<file path="src/sv/assert_macros.svh">
// ----------------------------------------------------------------------------
// Assertion macros
// Shared concurrent assertion forms. They expand to nothing in synthesis.
// ----------------------------------------------------------------------------
`ifndef ASSERT_MACROS_SVH
`define ASSERT_MACROS_SVH

`ifndef SYNTHESIS

`define ASSERT_ALWAYS(label, clk, rst, prop) \
   label: assert property (@(posedge clk) disable iff (rst) (prop)) \
      else $error("assertion failed");

`define ASSERT_IMPLIES(label, clk, rst, ante, cons) \
   label: assert property (@(posedge clk) disable iff (rst) (ante) |-> (cons)) \
      else $error("assertion failed");

`define ASSERT_NEXT(label, clk, rst, ante, cons) \
   label: assert property (@(posedge clk) disable iff (rst) (ante) |=> (cons)) \
      else $error("assertion failed");

`else

`define ASSERT_ALWAYS(label, clk, rst, prop)

`define ASSERT_IMPLIES(label, clk, rst, ante, cons)

`define ASSERT_NEXT(label, clk, rst, ante, cons)

`endif

`endif

</file>
<file path="src/sv/dwas_pkg.sv">
// ----------------------------------------------------------------------------
// DWARF attribute skipper package
// Word types, phase encoding, status codes and form codes of the skipper.
// ----------------------------------------------------------------------------
package dwas_pkg;

   localparam int BYTE_W    = 8;
   localparam int SIZE_W    = 4;
   localparam int COUNT_W   = 32;
   localparam int STATUS_W  = 3;
   localparam int REMAIN_W  = 64;
   localparam int SHIFT_W   = 7;
   localparam int LENLEFT_W = 3;
   localparam int PLANCNT_W = 5;
   localparam int CSR_IDX_W = 1;

   localparam logic [SHIFT_W-1:0] LEB_SHIFT_MAX = 7'd64;

   localparam logic OP_FORM = 1'b0;
   localparam logic OP_DATA = 1'b1;

   localparam logic [CSR_IDX_W-1:0] CSR_OFFSET_SIZE  = 1'b0;
   localparam logic [CSR_IDX_W-1:0] CSR_ADDRESS_SIZE = 1'b1;

   localparam logic [SIZE_W-1:0] OFFSET_SIZE_RESET  = 4'd4;
   localparam logic [SIZE_W-1:0] ADDRESS_SIZE_RESET = 4'd8;

   localparam logic [STATUS_W-1:0] ST_MORE        = 3'd0;
   localparam logic [STATUS_W-1:0] ST_DONE        = 3'd1;
   localparam logic [STATUS_W-1:0] ST_UNSUPPORTED = 3'd2;
   localparam logic [STATUS_W-1:0] ST_RESERVED    = 3'd3;
   localparam logic [STATUS_W-1:0] ST_UNEXPECTED  = 3'd4;

   localparam logic [BYTE_W-1:0] FORM_ADDR           = 8'h01;
   localparam logic [BYTE_W-1:0] FORM_BLOCK2         = 8'h03;
   localparam logic [BYTE_W-1:0] FORM_BLOCK4         = 8'h04;
   localparam logic [BYTE_W-1:0] FORM_DATA2          = 8'h05;
   localparam logic [BYTE_W-1:0] FORM_DATA4          = 8'h06;
   localparam logic [BYTE_W-1:0] FORM_DATA8          = 8'h07;
   localparam logic [BYTE_W-1:0] FORM_STRING         = 8'h08;
   localparam logic [BYTE_W-1:0] FORM_BLOCK          = 8'h09;
   localparam logic [BYTE_W-1:0] FORM_BLOCK1         = 8'h0A;
   localparam logic [BYTE_W-1:0] FORM_DATA1          = 8'h0B;
   localparam logic [BYTE_W-1:0] FORM_FLAG           = 8'h0C;
   localparam logic [BYTE_W-1:0] FORM_SDATA          = 8'h0D;
   localparam logic [BYTE_W-1:0] FORM_STRP           = 8'h0E;
   localparam logic [BYTE_W-1:0] FORM_UDATA          = 8'h0F;
   localparam logic [BYTE_W-1:0] FORM_REF_ADDR       = 8'h10;
   localparam logic [BYTE_W-1:0] FORM_REF1           = 8'h11;
   localparam logic [BYTE_W-1:0] FORM_REF2           = 8'h12;
   localparam logic [BYTE_W-1:0] FORM_REF4           = 8'h13;
   localparam logic [BYTE_W-1:0] FORM_REF8           = 8'h14;
   localparam logic [BYTE_W-1:0] FORM_REF_UDATA      = 8'h15;
   localparam logic [BYTE_W-1:0] FORM_INDIRECT       = 8'h16;
   localparam logic [BYTE_W-1:0] FORM_SEC_OFFSET     = 8'h17;
   localparam logic [BYTE_W-1:0] FORM_EXPRLOC        = 8'h18;
   localparam logic [BYTE_W-1:0] FORM_FLAG_PRESENT   = 8'h19;
   localparam logic [BYTE_W-1:0] FORM_STRX           = 8'h1A;
   localparam logic [BYTE_W-1:0] FORM_ADDRX          = 8'h1B;
   localparam logic [BYTE_W-1:0] FORM_REF_SUP4       = 8'h1C;
   localparam logic [BYTE_W-1:0] FORM_STRP_SUP       = 8'h1D;
   localparam logic [BYTE_W-1:0] FORM_DATA16         = 8'h1E;
   localparam logic [BYTE_W-1:0] FORM_LINE_STRP      = 8'h1F;
   localparam logic [BYTE_W-1:0] FORM_REF_SIG8       = 8'h20;
   localparam logic [BYTE_W-1:0] FORM_IMPLICIT_CONST = 8'h21;
   localparam logic [BYTE_W-1:0] FORM_LOCLISTX       = 8'h22;
   localparam logic [BYTE_W-1:0] FORM_RNGLISTX       = 8'h23;
   localparam logic [BYTE_W-1:0] FORM_REF_SUP8       = 8'h24;
   localparam logic [BYTE_W-1:0] FORM_STRX1          = 8'h25;
   localparam logic [BYTE_W-1:0] FORM_STRX2          = 8'h26;
   localparam logic [BYTE_W-1:0] FORM_STRX3          = 8'h27;
   localparam logic [BYTE_W-1:0] FORM_STRX4          = 8'h28;
   localparam logic [BYTE_W-1:0] FORM_ADDRX1         = 8'h29;
   localparam logic [BYTE_W-1:0] FORM_ADDRX2         = 8'h2A;
   localparam logic [BYTE_W-1:0] FORM_ADDRX3         = 8'h2B;
   localparam logic [BYTE_W-1:0] FORM_ADDRX4         = 8'h2C;

   typedef enum logic [7:0] {
      PH_IDLE     = 8'b0000_0001,
      PH_FIXED    = 8'b0000_0010,
      PH_LENFIX   = 8'b0000_0100,
      PH_LENLEB   = 8'b0000_1000,
      PH_BLOCK    = 8'b0001_0000,
      PH_STRING   = 8'b0010_0000,
      PH_LEB      = 8'b0100_0000,
      PH_INDIRECT = 8'b1000_0000
   } phase_type;

   typedef struct packed {
      logic              opcode;
      logic [BYTE_W-1:0] form_code;
      logic [BYTE_W-1:0] data_byte;
   } req_word_type;

   typedef struct packed {
      logic [STATUS_W-1:0] status;
      logic [COUNT_W-1:0]  bytes_consumed;
      logic [BYTE_W-1:0]   resolved_form;
   } rsp_word_type;

   typedef struct packed {
      logic [STATUS_W-1:0]  status;
      phase_type            phase;
      logic [PLANCNT_W-1:0] count;
   } form_plan_type;

endpackage

</file>
<file path="src/sv/dwarf_attribute_skipper_core.sv">
// ----------------------------------------------------------------------------
// DWARF attribute skipper core
// Tracks DWARF 5 attribute values through a byte stream and reports where
// each one ends.
// ----------------------------------------------------------------------------
// Each accepted word yields one response word, registered in the output
// register, or in the skid register while the output stalls. The phase,
// length and count registers are updated once per word, which sets the rate
// at one word per clock while req_stall is low. Responses pass through an
// output register backed by a one-word skid register, so the request side
// keeps flowing for one more word after the response side stalls.
`include "assert_macros.svh"

module dwarf_attribute_skipper_core (
   input  logic                              clock,
   input  logic                              reset,
   input  logic                              req_valid,
   output logic                              req_stall,
   input  dwas_pkg::req_word_type            req_word,
   output logic                              rsp_valid,
   input  logic                              rsp_stall,
   output dwas_pkg::rsp_word_type            rsp_word,
   input  logic                              csr_wen,
   input  logic [dwas_pkg::CSR_IDX_W-1:0]    csr_index,
   input  logic [dwas_pkg::SIZE_W-1:0]       csr_wdata
);

   import dwas_pkg::*;

   logic [SIZE_W-1:0]    offset_size_ff;
   logic [SIZE_W-1:0]    address_size_ff;

   phase_type            phase_ff, phase_in;
   logic [REMAIN_W-1:0]  remain_ff, remain_in;
   logic [REMAIN_W-1:0]  length_acc_ff, length_acc_in;
   logic [SHIFT_W-1:0]   shift_ff, shift_in;
   logic [LENLEFT_W-1:0] len_left_ff, len_left_in;
   logic [COUNT_W-1:0]   consumed_ff, consumed_in;
   logic [BYTE_W-1:0]    form_ff, form_in;

   logic                 rsp_valid_ff;
   logic                 skid_valid_ff;
   rsp_word_type         rsp_word_ff;
   rsp_word_type         skid_word_ff;

   logic                 item_take;
   logic                 rsp_take;
   logic [STATUS_W-1:0]  status_c;
   rsp_word_type         result_c;

   logic [REMAIN_W-1:0]  remain_dec;
   logic [REMAIN_W-1:0]  lenfix_acc;
   logic [REMAIN_W-1:0]  leb_acc;
   logic [SHIFT_W-1:0]   leb_shift_sum;
   logic [SHIFT_W-1:0]   leb_shift;
   logic [LENLEFT_W-1:0] len_left_dec;
   logic [COUNT_W-1:0]   consumed_inc;

   logic                 do_begin;
   logic [BYTE_W-1:0]    begin_form;
   logic                 begin_big;
   form_plan_type        plan;

   function automatic form_plan_type plan_form(
      input logic [BYTE_W-1:0] f,
      input logic [SIZE_W-1:0] osz,
      input logic [SIZE_W-1:0] asz
   );
      form_plan_type p;
      p.status = ST_MORE;
      p.phase  = PH_IDLE;
      p.count  = '0;
      case (f)
         FORM_STRP, FORM_SEC_OFFSET, FORM_LINE_STRP, FORM_REF_ADDR: begin
            p.phase = PH_FIXED;
            p.count = {1'b0, osz};
         end
         FORM_ADDR: begin
            p.phase = PH_FIXED;
            p.count = {1'b0, asz};
         end
         FORM_DATA1, FORM_FLAG, FORM_REF1, FORM_STRX1, FORM_ADDRX1: begin
            p.phase = PH_FIXED;
            p.count = 5'd1;
         end
         FORM_DATA2, FORM_REF2, FORM_STRX2, FORM_ADDRX2: begin
            p.phase = PH_FIXED;
            p.count = 5'd2;
         end
         FORM_STRX3, FORM_ADDRX3: begin
            p.phase = PH_FIXED;
            p.count = 5'd3;
         end
         FORM_DATA4, FORM_REF4, FORM_STRX4, FORM_ADDRX4: begin
            p.phase = PH_FIXED;
            p.count = 5'd4;
         end
         FORM_DATA8, FORM_REF8, FORM_REF_SIG8: begin
            p.phase = PH_FIXED;
            p.count = 5'd8;
         end
         FORM_DATA16: begin
            p.phase = PH_FIXED;
            p.count = 5'd16;
         end
         FORM_BLOCK1: begin
            p.phase = PH_LENFIX;
            p.count = 5'd1;
         end
         FORM_BLOCK2: begin
            p.phase = PH_LENFIX;
            p.count = 5'd2;
         end
         FORM_BLOCK4: begin
            p.phase = PH_LENFIX;
            p.count = 5'd4;
         end
         FORM_BLOCK, FORM_EXPRLOC: begin
            p.phase = PH_LENLEB;
         end
         FORM_STRING: begin
            p.phase = PH_STRING;
         end
         FORM_SDATA, FORM_UDATA, FORM_REF_UDATA, FORM_STRX, FORM_ADDRX,
         FORM_LOCLISTX, FORM_RNGLISTX: begin
            p.phase = PH_LEB;
         end
         FORM_INDIRECT: begin
            p.phase = PH_INDIRECT;
         end
         FORM_FLAG_PRESENT, FORM_IMPLICIT_CONST: begin
            p.status = ST_DONE;
         end
         FORM_REF_SUP4, FORM_STRP_SUP, FORM_REF_SUP8: begin
            p.status = ST_UNSUPPORTED;
         end
         default: begin
            p.status = ST_RESERVED;
         end
      endcase
      return p;
   endfunction

   assign rsp_take  = rsp_valid_ff && !rsp_stall;
   assign item_take = req_valid && !skid_valid_ff;
   assign req_stall = skid_valid_ff;
   assign rsp_valid = rsp_valid_ff;
   assign rsp_word  = rsp_word_ff;

   assign remain_dec    = remain_ff - {{(REMAIN_W-1){1'b0}}, 1'b1};
   assign lenfix_acc    = length_acc_ff |
                          ({{(REMAIN_W-BYTE_W){1'b0}}, req_word.data_byte} << shift_ff[4:0]);
   assign leb_acc       = shift_ff[6] ? length_acc_ff :
                          (length_acc_ff |
                           ({{(REMAIN_W-BYTE_W+1){1'b0}}, req_word.data_byte[6:0]}
                            << shift_ff[5:0]));
   assign leb_shift_sum = shift_ff + 7'd7;
   assign leb_shift     = (leb_shift_sum > LEB_SHIFT_MAX) ? LEB_SHIFT_MAX : leb_shift_sum;
   assign len_left_dec  = len_left_ff - 3'd1;
   assign consumed_inc  = (consumed_ff == '1) ? consumed_ff : consumed_ff + 32'd1;
   assign plan          = plan_form(begin_form, offset_size_ff, address_size_ff);

   always_comb begin
      phase_in      = phase_ff;
      remain_in     = remain_ff;
      length_acc_in = length_acc_ff;
      shift_in      = shift_ff;
      len_left_in   = len_left_ff;
      consumed_in   = consumed_ff;
      form_in       = form_ff;
      status_c      = ST_MORE;
      do_begin      = 1'b0;
      begin_form    = req_word.form_code;
      begin_big     = 1'b0;

      if (req_word.opcode == OP_FORM) begin
         if (phase_ff != PH_IDLE) begin
            status_c = ST_UNEXPECTED;
         end else begin
            consumed_in = '0;
            do_begin    = 1'b1;
         end
      end else if (phase_ff == PH_IDLE) begin
         status_c = ST_UNEXPECTED;
      end else begin
         consumed_in = consumed_inc;
         case (phase_ff)
            PH_FIXED, PH_BLOCK: begin
               remain_in = remain_dec;
               if (remain_dec == '0) begin
                  phase_in = PH_IDLE;
                  status_c = ST_DONE;
               end
            end
            PH_LENFIX: begin
               length_acc_in = lenfix_acc;
               shift_in      = shift_ff + 7'd8;
               len_left_in   = len_left_dec;
               if (len_left_dec == '0) begin
                  if (lenfix_acc == '0) begin
                     phase_in = PH_IDLE;
                     status_c = ST_DONE;
                  end else begin
                     remain_in = lenfix_acc;
                     phase_in  = PH_BLOCK;
                  end
               end
            end
            PH_LENLEB: begin
               length_acc_in = leb_acc;
               shift_in      = leb_shift;
               if (!req_word.data_byte[7]) begin
                  if (leb_acc == '0) begin
                     phase_in = PH_IDLE;
                     status_c = ST_DONE;
                  end else begin
                     remain_in = leb_acc;
                     phase_in  = PH_BLOCK;
                  end
               end
            end
            PH_STRING: begin
               if (req_word.data_byte == '0) begin
                  phase_in = PH_IDLE;
                  status_c = ST_DONE;
               end
            end
            PH_LEB: begin
               if (!req_word.data_byte[7]) begin
                  phase_in = PH_IDLE;
                  status_c = ST_DONE;
               end
            end
            PH_INDIRECT: begin
               length_acc_in = leb_acc;
               shift_in      = leb_shift;
               if (!req_word.data_byte[7]) begin
                  do_begin   = 1'b1;
                  begin_form = leb_acc[BYTE_W-1:0];
                  begin_big  = |leb_acc[REMAIN_W-1:BYTE_W];
               end
            end
            default: begin
               phase_in = PH_IDLE;
               status_c = ST_UNEXPECTED;
            end
         endcase
      end

      if (do_begin) begin
         form_in       = begin_form;
         length_acc_in = '0;
         shift_in      = '0;
         len_left_in   = '0;
         remain_in     = '0;
         phase_in      = PH_IDLE;
         if (begin_big) begin
            status_c = ST_RESERVED;
         end else begin
            status_c = plan.status;
            phase_in = plan.phase;
            if (plan.phase == PH_FIXED) begin
               if (plan.count == '0) begin
                  phase_in = PH_IDLE;
                  status_c = ST_DONE;
               end else begin
                  remain_in = {{(REMAIN_W-PLANCNT_W){1'b0}}, plan.count};
               end
            end else if (plan.phase == PH_LENFIX) begin
               len_left_in = plan.count[LENLEFT_W-1:0];
            end
         end
      end

      result_c.status         = status_c;
      result_c.bytes_consumed = consumed_in;
      result_c.resolved_form  = form_in;
   end

   always_ff @(posedge clock) begin
      if (reset) begin
         offset_size_ff  <= OFFSET_SIZE_RESET;
         address_size_ff <= ADDRESS_SIZE_RESET;
      end else if (csr_wen) begin
         if (csr_index == CSR_OFFSET_SIZE) begin
            offset_size_ff <= csr_wdata;
         end else if (csr_index == CSR_ADDRESS_SIZE) begin
            address_size_ff <= csr_wdata;
         end
      end
   end

   always_ff @(posedge clock) begin
      if (reset) begin
         phase_ff      <= PH_IDLE;
         remain_ff     <= '0;
         length_acc_ff <= '0;
         shift_ff      <= '0;
         len_left_ff   <= '0;
         consumed_ff   <= '0;
         form_ff       <= '0;
      end else if (item_take) begin
         phase_ff      <= phase_in;
         remain_ff     <= remain_in;
         length_acc_ff <= length_acc_in;
         shift_ff      <= shift_in;
         len_left_ff   <= len_left_in;
         consumed_ff   <= consumed_in;
         form_ff       <= form_in;
      end
   end

   always_ff @(posedge clock) begin
      if (reset) begin
         rsp_valid_ff  <= 1'b0;
         skid_valid_ff <= 1'b0;
      end else if (!rsp_valid_ff || rsp_take) begin
         if (skid_valid_ff) begin
            rsp_valid_ff  <= 1'b1;
            skid_valid_ff <= 1'b0;
         end else begin
            rsp_valid_ff <= item_take;
         end
      end else if (item_take) begin
         skid_valid_ff <= 1'b1;
      end
   end

   always_ff @(posedge clock) begin
      if (!rsp_valid_ff || rsp_take) begin
         if (skid_valid_ff) begin
            rsp_word_ff <= skid_word_ff;
         end else if (item_take) begin
            rsp_word_ff <= result_c;
         end
      end else if (item_take) begin
         skid_word_ff <= result_c;
      end
   end

   `ASSERT_IMPLIES(a_skid_behind_output, clock, reset, skid_valid_ff, rsp_valid_ff)
   `ASSERT_NEXT(a_stalled_word_to_skid, clock, reset,
                rsp_valid_ff && rsp_stall && item_take, skid_valid_ff)
   `ASSERT_IMPLIES(a_len_left_only_in_lenfix, clock, reset,
                   len_left_ff != '0, phase_ff == PH_LENFIX)
   `ASSERT_IMPLIES(a_counting_has_bytes, clock, reset,
                   phase_ff == PH_FIXED || phase_ff == PH_BLOCK, remain_ff != '0)
   `ASSERT_IMPLIES(a_status_in_range, clock, reset,
                   rsp_valid_ff, rsp_word_ff.status <= ST_UNEXPECTED)

endmodule
</file>
<file path="config.mk">
export PLATFORM = sky130hd
export DESIGN_NAME = dwarf_attribute_skipper_core
export DESIGN_NICKNAME = d
export VERILOG_FILES = /design/src/sv/dwas_pkg.sv /design/src/sv/dwarf_attribute_skipper_core.sv
export VERILOG_INCLUDE_DIRS = /design/src /design/src/sv
export SDC_FILE = /design/constraint.sdc
export NUM_CORES = 1
export LEC_CHECK = 0
export ABC_CLOCK_PERIOD_IN_PS = 5550
export BUFFER_PORTS_ARGS = -buffer_cell sky130_fd_sc_hd__buf_2
export CORE_AREA = 2 2 228 230
export CTS_BUF_LIST = sky130_fd_sc_hd__clkbuf_8
export CTS_CLUSTER_DIAMETER = 120
export DETAILED_ROUTE_END_ITERATION = 10
export DIE_AREA = 0 0 230 232
export PLACE_DENSITY = 0.53
export SKIP_LAST_GASP = 1
export SYNTH_ARGS = -nofsm -noshare
export SYNTH_HDL_FRONTEND = slang
export SYNTH_SLANG_ARGS = --single-unit
</file>
<file path="constraint.sdc">
create_clock -name clock -period 5.55 [get_ports clock]
set_input_delay 0.555 -clock clock [delete_from_list [all_inputs] [get_ports clock]]
set_output_delay 0.555 -clock clock [all_outputs]
set_load 0.01 [all_outputs]
</file>
# After elaboration in Yosys (flattened, before gate mapping)
# Cells that the tools add are included.
[classes] bitwise_logic=4 magnitude_cmp=1 add_sub_neg=5 reduce_logical=42 n_eq_ne=64 shifts=2 muxes=81
[ops] op="64-bit two-way mux" count=11
[ops] op="64-bit logical NOT" count=3
[ops] op="64-bit case mux with 3 select lines" count=1
[ops] op="8-bit by 5-bit == test with 1-bit output (second input constant)" count=17
[ops] op="32-bit two-way mux" count=4
[ops] op="8-bit two-way mux" count=16
[ops] op="64-bit OR" count=2
[ops] op="64-bit case mux with 2 select lines" count=1
[ops] op="8-bit by 6-bit == test with 1-bit output (second input constant)" count=14
[ops] op="8-bit case mux with 6 select lines" count=2
[ops] op="43-bit two-way mux" count=2
[ops] op="8-bit by 4-bit == test with 1-bit output (second input constant)" count=9
[ops] op="7-bit by 6-bit << shifter with 64-bit output" count=1
[ops] op="8-bit by 5-bit << shifter with 64-bit output" count=1
[ops] op="64-bit by 1-bit subtractor with 64-bit output (second input constant)" count=1
[ops] op="56-bit OR reduction" count=1
[ops] op="8-bit by 3-bit == test with 1-bit output (second input constant)" count=6
[ops] op="3-bit two-way mux" count=14
[ops] op="5-bit case mux with 8 select lines" count=1
[ops] op="38-bit OR reduction" count=1
[ops] op="32-bit by 1-bit adder with 32-bit output (second input constant)" count=1
[ops] op="32-bit == test (second input constant)" count=1
[ops] op="7-bit two-way mux" count=4
[ops] op="5-bit two-way mux" count=5
[ops] op="36 further kinds" count=80
[totals] reg_bits=282 word_cells=216 out_inout_bits=45 input_bits=27

# Depth between registers and ports, before layout
[depth] word_depth=17 mapped_depth=16 mapped_depth_nobuf=13

# Worst setup path before layout
# No wires, ideal clock.
[synth_timing] kind="flip-flop to flip-flop" startpoint="register remain_ff[18]" endpoint="register phase_ff[0]" required_time_ns=5.406 setup_slack_ns=1.612 path_stages_with_launch=13 path_buffers=1 t_arrival_ns=3.793 synth_period_minus_slack_ns=3.938 setup_time_ns=0.144 path_cell_list="dfxtp_1 -> or4_4 -> or4_4 -> buf_6 -> or4_4 -> or4_4 -> xnor2_2 -> nor4_1 -> and4b_4 -> nand4_2 -> a21oi_2 -> o21a_1 -> o221ai_1"
[synth_via] elab_chain_len=4
[synth_lines] item="start: declaration" line="dwarf_attribute_skipper_core.sv:34" text="logic [REMAIN_W-1:0] remain_ff, remain_in;"
[synth_lines] item="start signal: assignment" line="dwarf_attribute_skipper_core.sv:304" text="remain_ff <= remain_in;"
[synth_lines] item="64-bit by 1-bit subtractor with 64-bit output" line="dwarf_attribute_skipper_core.sv:150" text="assign remain_dec = remain_ff - {{(REMAIN_W-1){1'b0}}, 1'b1};"
[synth_lines] item="64-bit logical NOT" line="dwarf_attribute_skipper_core.sv:190" text="if (remain_dec == '0) begin"
[synth_lines] item="3-bit != test (no line)"
[synth_lines] item="9-bit AND reduction (no line)"
[synth_lines] item="end signal: assignment" line="dwarf_attribute_skipper_core.sv:303" text="phase_ff <= phase_in;"
[synth_lines] item="end: declaration" line="dwarf_attribute_skipper_core.sv:33" text="phase_type phase_ff, phase_in;"
# No other way between the ends.
# A chain may end at the register's enable or synchronous reset.

# Final worst setup path
[layout_timing] startpoint="register shift_ff[1]" endpoint="register remain_ff[48]"
[layout_via] elab_chain_len=9 elab_cells_between_ends=18 classes_between="eq/ne (2); shift (2); mux (9); bitwise (2); reduce/logical (3)"
[layout_lines] item="start: declaration" line="dwarf_attribute_skipper_core.sv:36" text="logic [SHIFT_W-1:0] shift_ff, shift_in;"
[layout_lines] item="start signal: assignment" line="dwarf_attribute_skipper_core.sv:306" text="shift_ff <= shift_in;"
[layout_lines] item="7-bit by 6-bit << shifter with 64-bit output" line="dwarf_attribute_skipper_core.sv:155" text="({{(REMAIN_W-BYTE_W+1){1'b0}}, req_word.data_byte[6:0]}"
[layout_lines] item="64-bit OR" line="dwarf_attribute_skipper_core.sv:154" text="(length_acc_ff |"
[layout_lines] item="64-bit two-way mux" line="dwarf_attribute_skipper_core.sv:153" text="assign leb_acc = shift_ff[6] ? length_acc_ff :"
[layout_lines] item="64-bit two-way mux" line="dwarf_attribute_skipper_core.sv:213" text="if (leb_acc == '0) begin"
[layout_lines] item="64-bit two-way mux" line="dwarf_attribute_skipper_core.sv:212" text="if (!req_word.data_byte[7]) begin"
[layout_lines] item="64-bit case mux with 3 select lines" line="dwarf_attribute_skipper_core.sv:187" text="case (phase_ff)"
[layout_lines] item="64-bit two-way mux" line="dwarf_attribute_skipper_core.sv:183" text="end else if (phase_ff == PH_IDLE) begin"
[layout_lines] item="64-bit two-way mux" line="dwarf_attribute_skipper_core.sv:176" text="if (req_word.opcode == OP_FORM) begin"
[layout_lines] item="64-bit two-way mux" line="dwarf_attribute_skipper_core.sv:250" text="if (do_begin) begin"
# Parallel ways exist; a longest one is shown, timed or not. The select of a mux whose other input is x is not followed.

==> results.json <==
{
  "fin_nets": 2257,
  "layout_common_cells": "nor2_1 (253), nand2_1 (250), dfxtp_1 (194)",
  "seq_area_mm2": 0.00651,
  "overflow": 0,
  "peakVddDrop_mv": 0.164,
  "synth_warnings": 0,
  "grt_usage_pct": 25.6,
  "grt_pass1_wl_mm": 106,
  "fp.dieArea_mm2": 0.0534,
  "clkPwrFrac_pct": 35.0,
  "postSynthAreaPerCell_um2": 8.03,
  "arrival_ns": 5.59,
  "switchingPower_mw": 1.99,
  "io_pins": 72,
  "fin_worst_hold_slack_ns": 0.170,
  "portBuffers": 71,
  "fin_crit_sh_pct": 90.8,
  "multi_input_area_mm2": 0.0103,
  "dp_hpwl_mm": 49.2,
  "setup_viol": 0,
  "syn_nets": 2230,
  "rsz0062_at_grt": "false",
  "slowest_stage": "a221oi_1",
  "setup_tns_ns": 0,
  "ys_seq_elements": 282,
  "async_flop_share_pct": 0,
  "violations": "max-capacitance violations, max-slew violations",
  "rows": 83,
  "relSlewSlack_pct": -6.72,
  "place_area_mm2": 0.0187,
  "fmax_ghz": 0.198,
  "die_h_um": 232,
  "ant_nets": 0,
  "leakage_nw": 7.22,
  "synth_edf_count": 86,
  "drt_iter0_drc": 2035,
  "cts_buffers": 53,
  "startpoint_type": "flop",
  "placed_cells": 2845,
  "avgRoutedWirePerCell_um": 23.7,
  "area_growth_pct": 12.1,
  "crit_type": "reg2reg",
  "antenna_found_initial": 1,
  "critPathMaxStageDelay_ns": 0.83,
  "sw_frac_of_total_pct": 34.4,
  "finalCoreUtilization_pct": 38.8,
  "cts.sink_count": 282,
  "clkLatencyLatePin_ns": 0.66,
  "start_util_pct": 34.6,
  "p_int_mw": 3.79,
  "crit_buf_inv": 1,
  "required_ns": 6.10,
  "synth_cell_types": 94,
  "synthFlopType": "dfxtp_1",
  "nFillCells": 5304,
  "cp_top_family": "compound AO/OA/AOI/OAI gates",
  "synth-seq-area-share_pct": 37.0,
  "core-area_mm2": 0.0509,
  "status": "finished with violations",
  "syn_inst": 2193,
  "finalNonFillerCells": 2941,
  "fin_area_mm2": 0.0197,
  "drc": 0,
  "cts_tree": "yes",
  "diodes": 0,
  "dieWidth_um": 230,
  "maxCapViolCount": 1,
  "routed-via-count": 18001,
  "pwr-share-comb_pct": 25.4,
  "cts_buffer_depth": 3,
  "path_max_fanout": 66,
  "min_period_ns": 5.04,
  "clkTransAtPathRegs_ns": 0.06,
  "worstPathCellList": "mux2i_1 > o22ai_1 > a221oi_1 > and3_1 > nand4_1 > or4_1 > a2111oi_2 > nor3_2 > o31ai_4 > buf_12 > a21oi_1 > o221a_1",
  "dr.pass1.iters": 6,
  "cts_setup_buffers": 0,
  "drive_gt1_share_pct": 14.5,
  "drv_slew": 2,
  "hold_viol": 0,
  "first_global_vias": 16848,
  "clock-skew-final_ns": 0.0332,
  "hold_path_class": "in2reg",
  "layout_commonest_cell": "nor2_1",
  "routed_via_density": 6.12,
  "endpoint_kind": "flop",
  "grt_max_degree": 67,
  "syn_area_mm2": 0.0176,
  "gp_congestion": 0.970,
  "tightest_slew_ns": 1.56,
  "htreeDepth": 2,
  "cts-root-buf": "clkbuf_8",
  "wl_mm": 69.7,
  "p_per_area_mw_per_mm2": 293,
  "pwr-share-seq_pct": 39.6
}
-- registers in the layout (all words and copies together) (netlist names), 4 cells and up --
| signal | count |
|---|---|
| address_size_ff | 4 |
| consumed_ff | 32 |
| form_ff | 8 |
| length_acc_ff | 64 |
| offset_size_ff | 4 |
| phase_ff | 8 |
| remain_ff | 64 |
| rsp_word | 43 |
| shift_ff | 7 |
| skid_word_ff | 43 |
-- tightest hold or removal path, stage by stage --
cell and delay (ns):
buf_2 0.09, mux2i_1 0.06, nand2_1 0.06
-- stage by stage --
step	setup slack, ns	power [mW]
2_1_floorplan	1.61	3.34
3_3_place_gp	0.284	3.77
3_5_place_dp	0.277	3.78
4_1_cts	0.281	5.82
5_1_grt	0.256	6.08
6_report	0.509	5.79
-- power groups by stage --
stage / Clock [mW] / Sequential, mW / Combinational (mW)
2_1_floorplan: 0 / 2.32 / 1.01
3_3_place_gp: 0 / 2.33 / 1.44
3_5_place_dp: 0 / 2.33 / 1.44
4_1_cts: 2.07 / 2.29 / 1.45
5_1_grt: 2.18 / 2.30 / 1.60
6_report: 2.02 / 2.29 / 1.47
-- path summary, 6_finish.rpt --
path | startpoint | end | slack, ns | depth (start not counted)
setup / recovery | shift_ff[1] | remain_ff[48] | 0.51 | 12
setup reg to reg | shift_ff[1] | remain_ff[48] | 0.51 | 12
hold reg to reg | form_ff[7] | form_ff[7] | 0.46 | 2
hold / removal | csr_wdata[2] | offset_size_ff[2] | 0.17 | 3
-- timing repair --
action	4_1_cts	5_1_grt
setup endpoints to repair	0	14
hold buffers	0	0
gates resized for setup	0	1
hold endpoints to repair	0	0
-- logic make-up (layout without fill, tap and decap cells) --
group | after synthesis | after routing | synth area share (%)
buffers and inverters | 197 | 265 | 4.73
AND/OR/NAND/NOR | 913 | 913 | 25.0
flip-flops | 282 | 282 | 37.0
XOR/XNOR | 54 | 54 | 2.73
AO/OA/AOI/OAI | 651 | 651 | 24.2
multiplexers | 86 | 86 | 5.63
adder cells (fa/ha/maj) | 10 | 10 | 0.711
-- metal layers --
| metal | vias to the layer above | part of all wire (%) | global-route usage, % |
|---|---|---|---|
| li1 | 8272 | - | - |
| met1 | 8699 | 42 | 33.7 |
| met2 | 857 | 46 | 40.8 |
| met3 | 173 | 8.0 | 4.92 |
| met4 | 0 | 4.3 | 10.8 |
| met5 | - | 0 | 0 |
-- area by class of cell --
cell class | count | share of cell area (%)
clock buffers | 56 | 3.90
multi-input cells | 1714 | 52.3
repair buffers | 143 | 4.70
inverters | 26 | 0.494
flip-flops and latches | 282 | 33.0
clock inverters | 40 | 1.31
well taps | 680 | 4.31
-- Yosys cell counts, drive strengths merged (43+ instances only) --
master / n / area share, %
buf: 43 / 1.4
nor3: 92 / 2.7
dfxtp: 196 / 22
nor2: 257 / 5.5
edfxtp: 86 / 15
nor4: 55 / 2.1
clkbuf: 128 / 2.7
o21ai: 118 / 3.4
nand3: 86 / 2.4
a31oi: 43 / 1.5
mux2: 54 / 3.5
a21oi: 193 / 5.6
nand2: 250 / 5.3
a22oi: 49 / 2.1
(Power assumes the default switching activity.)
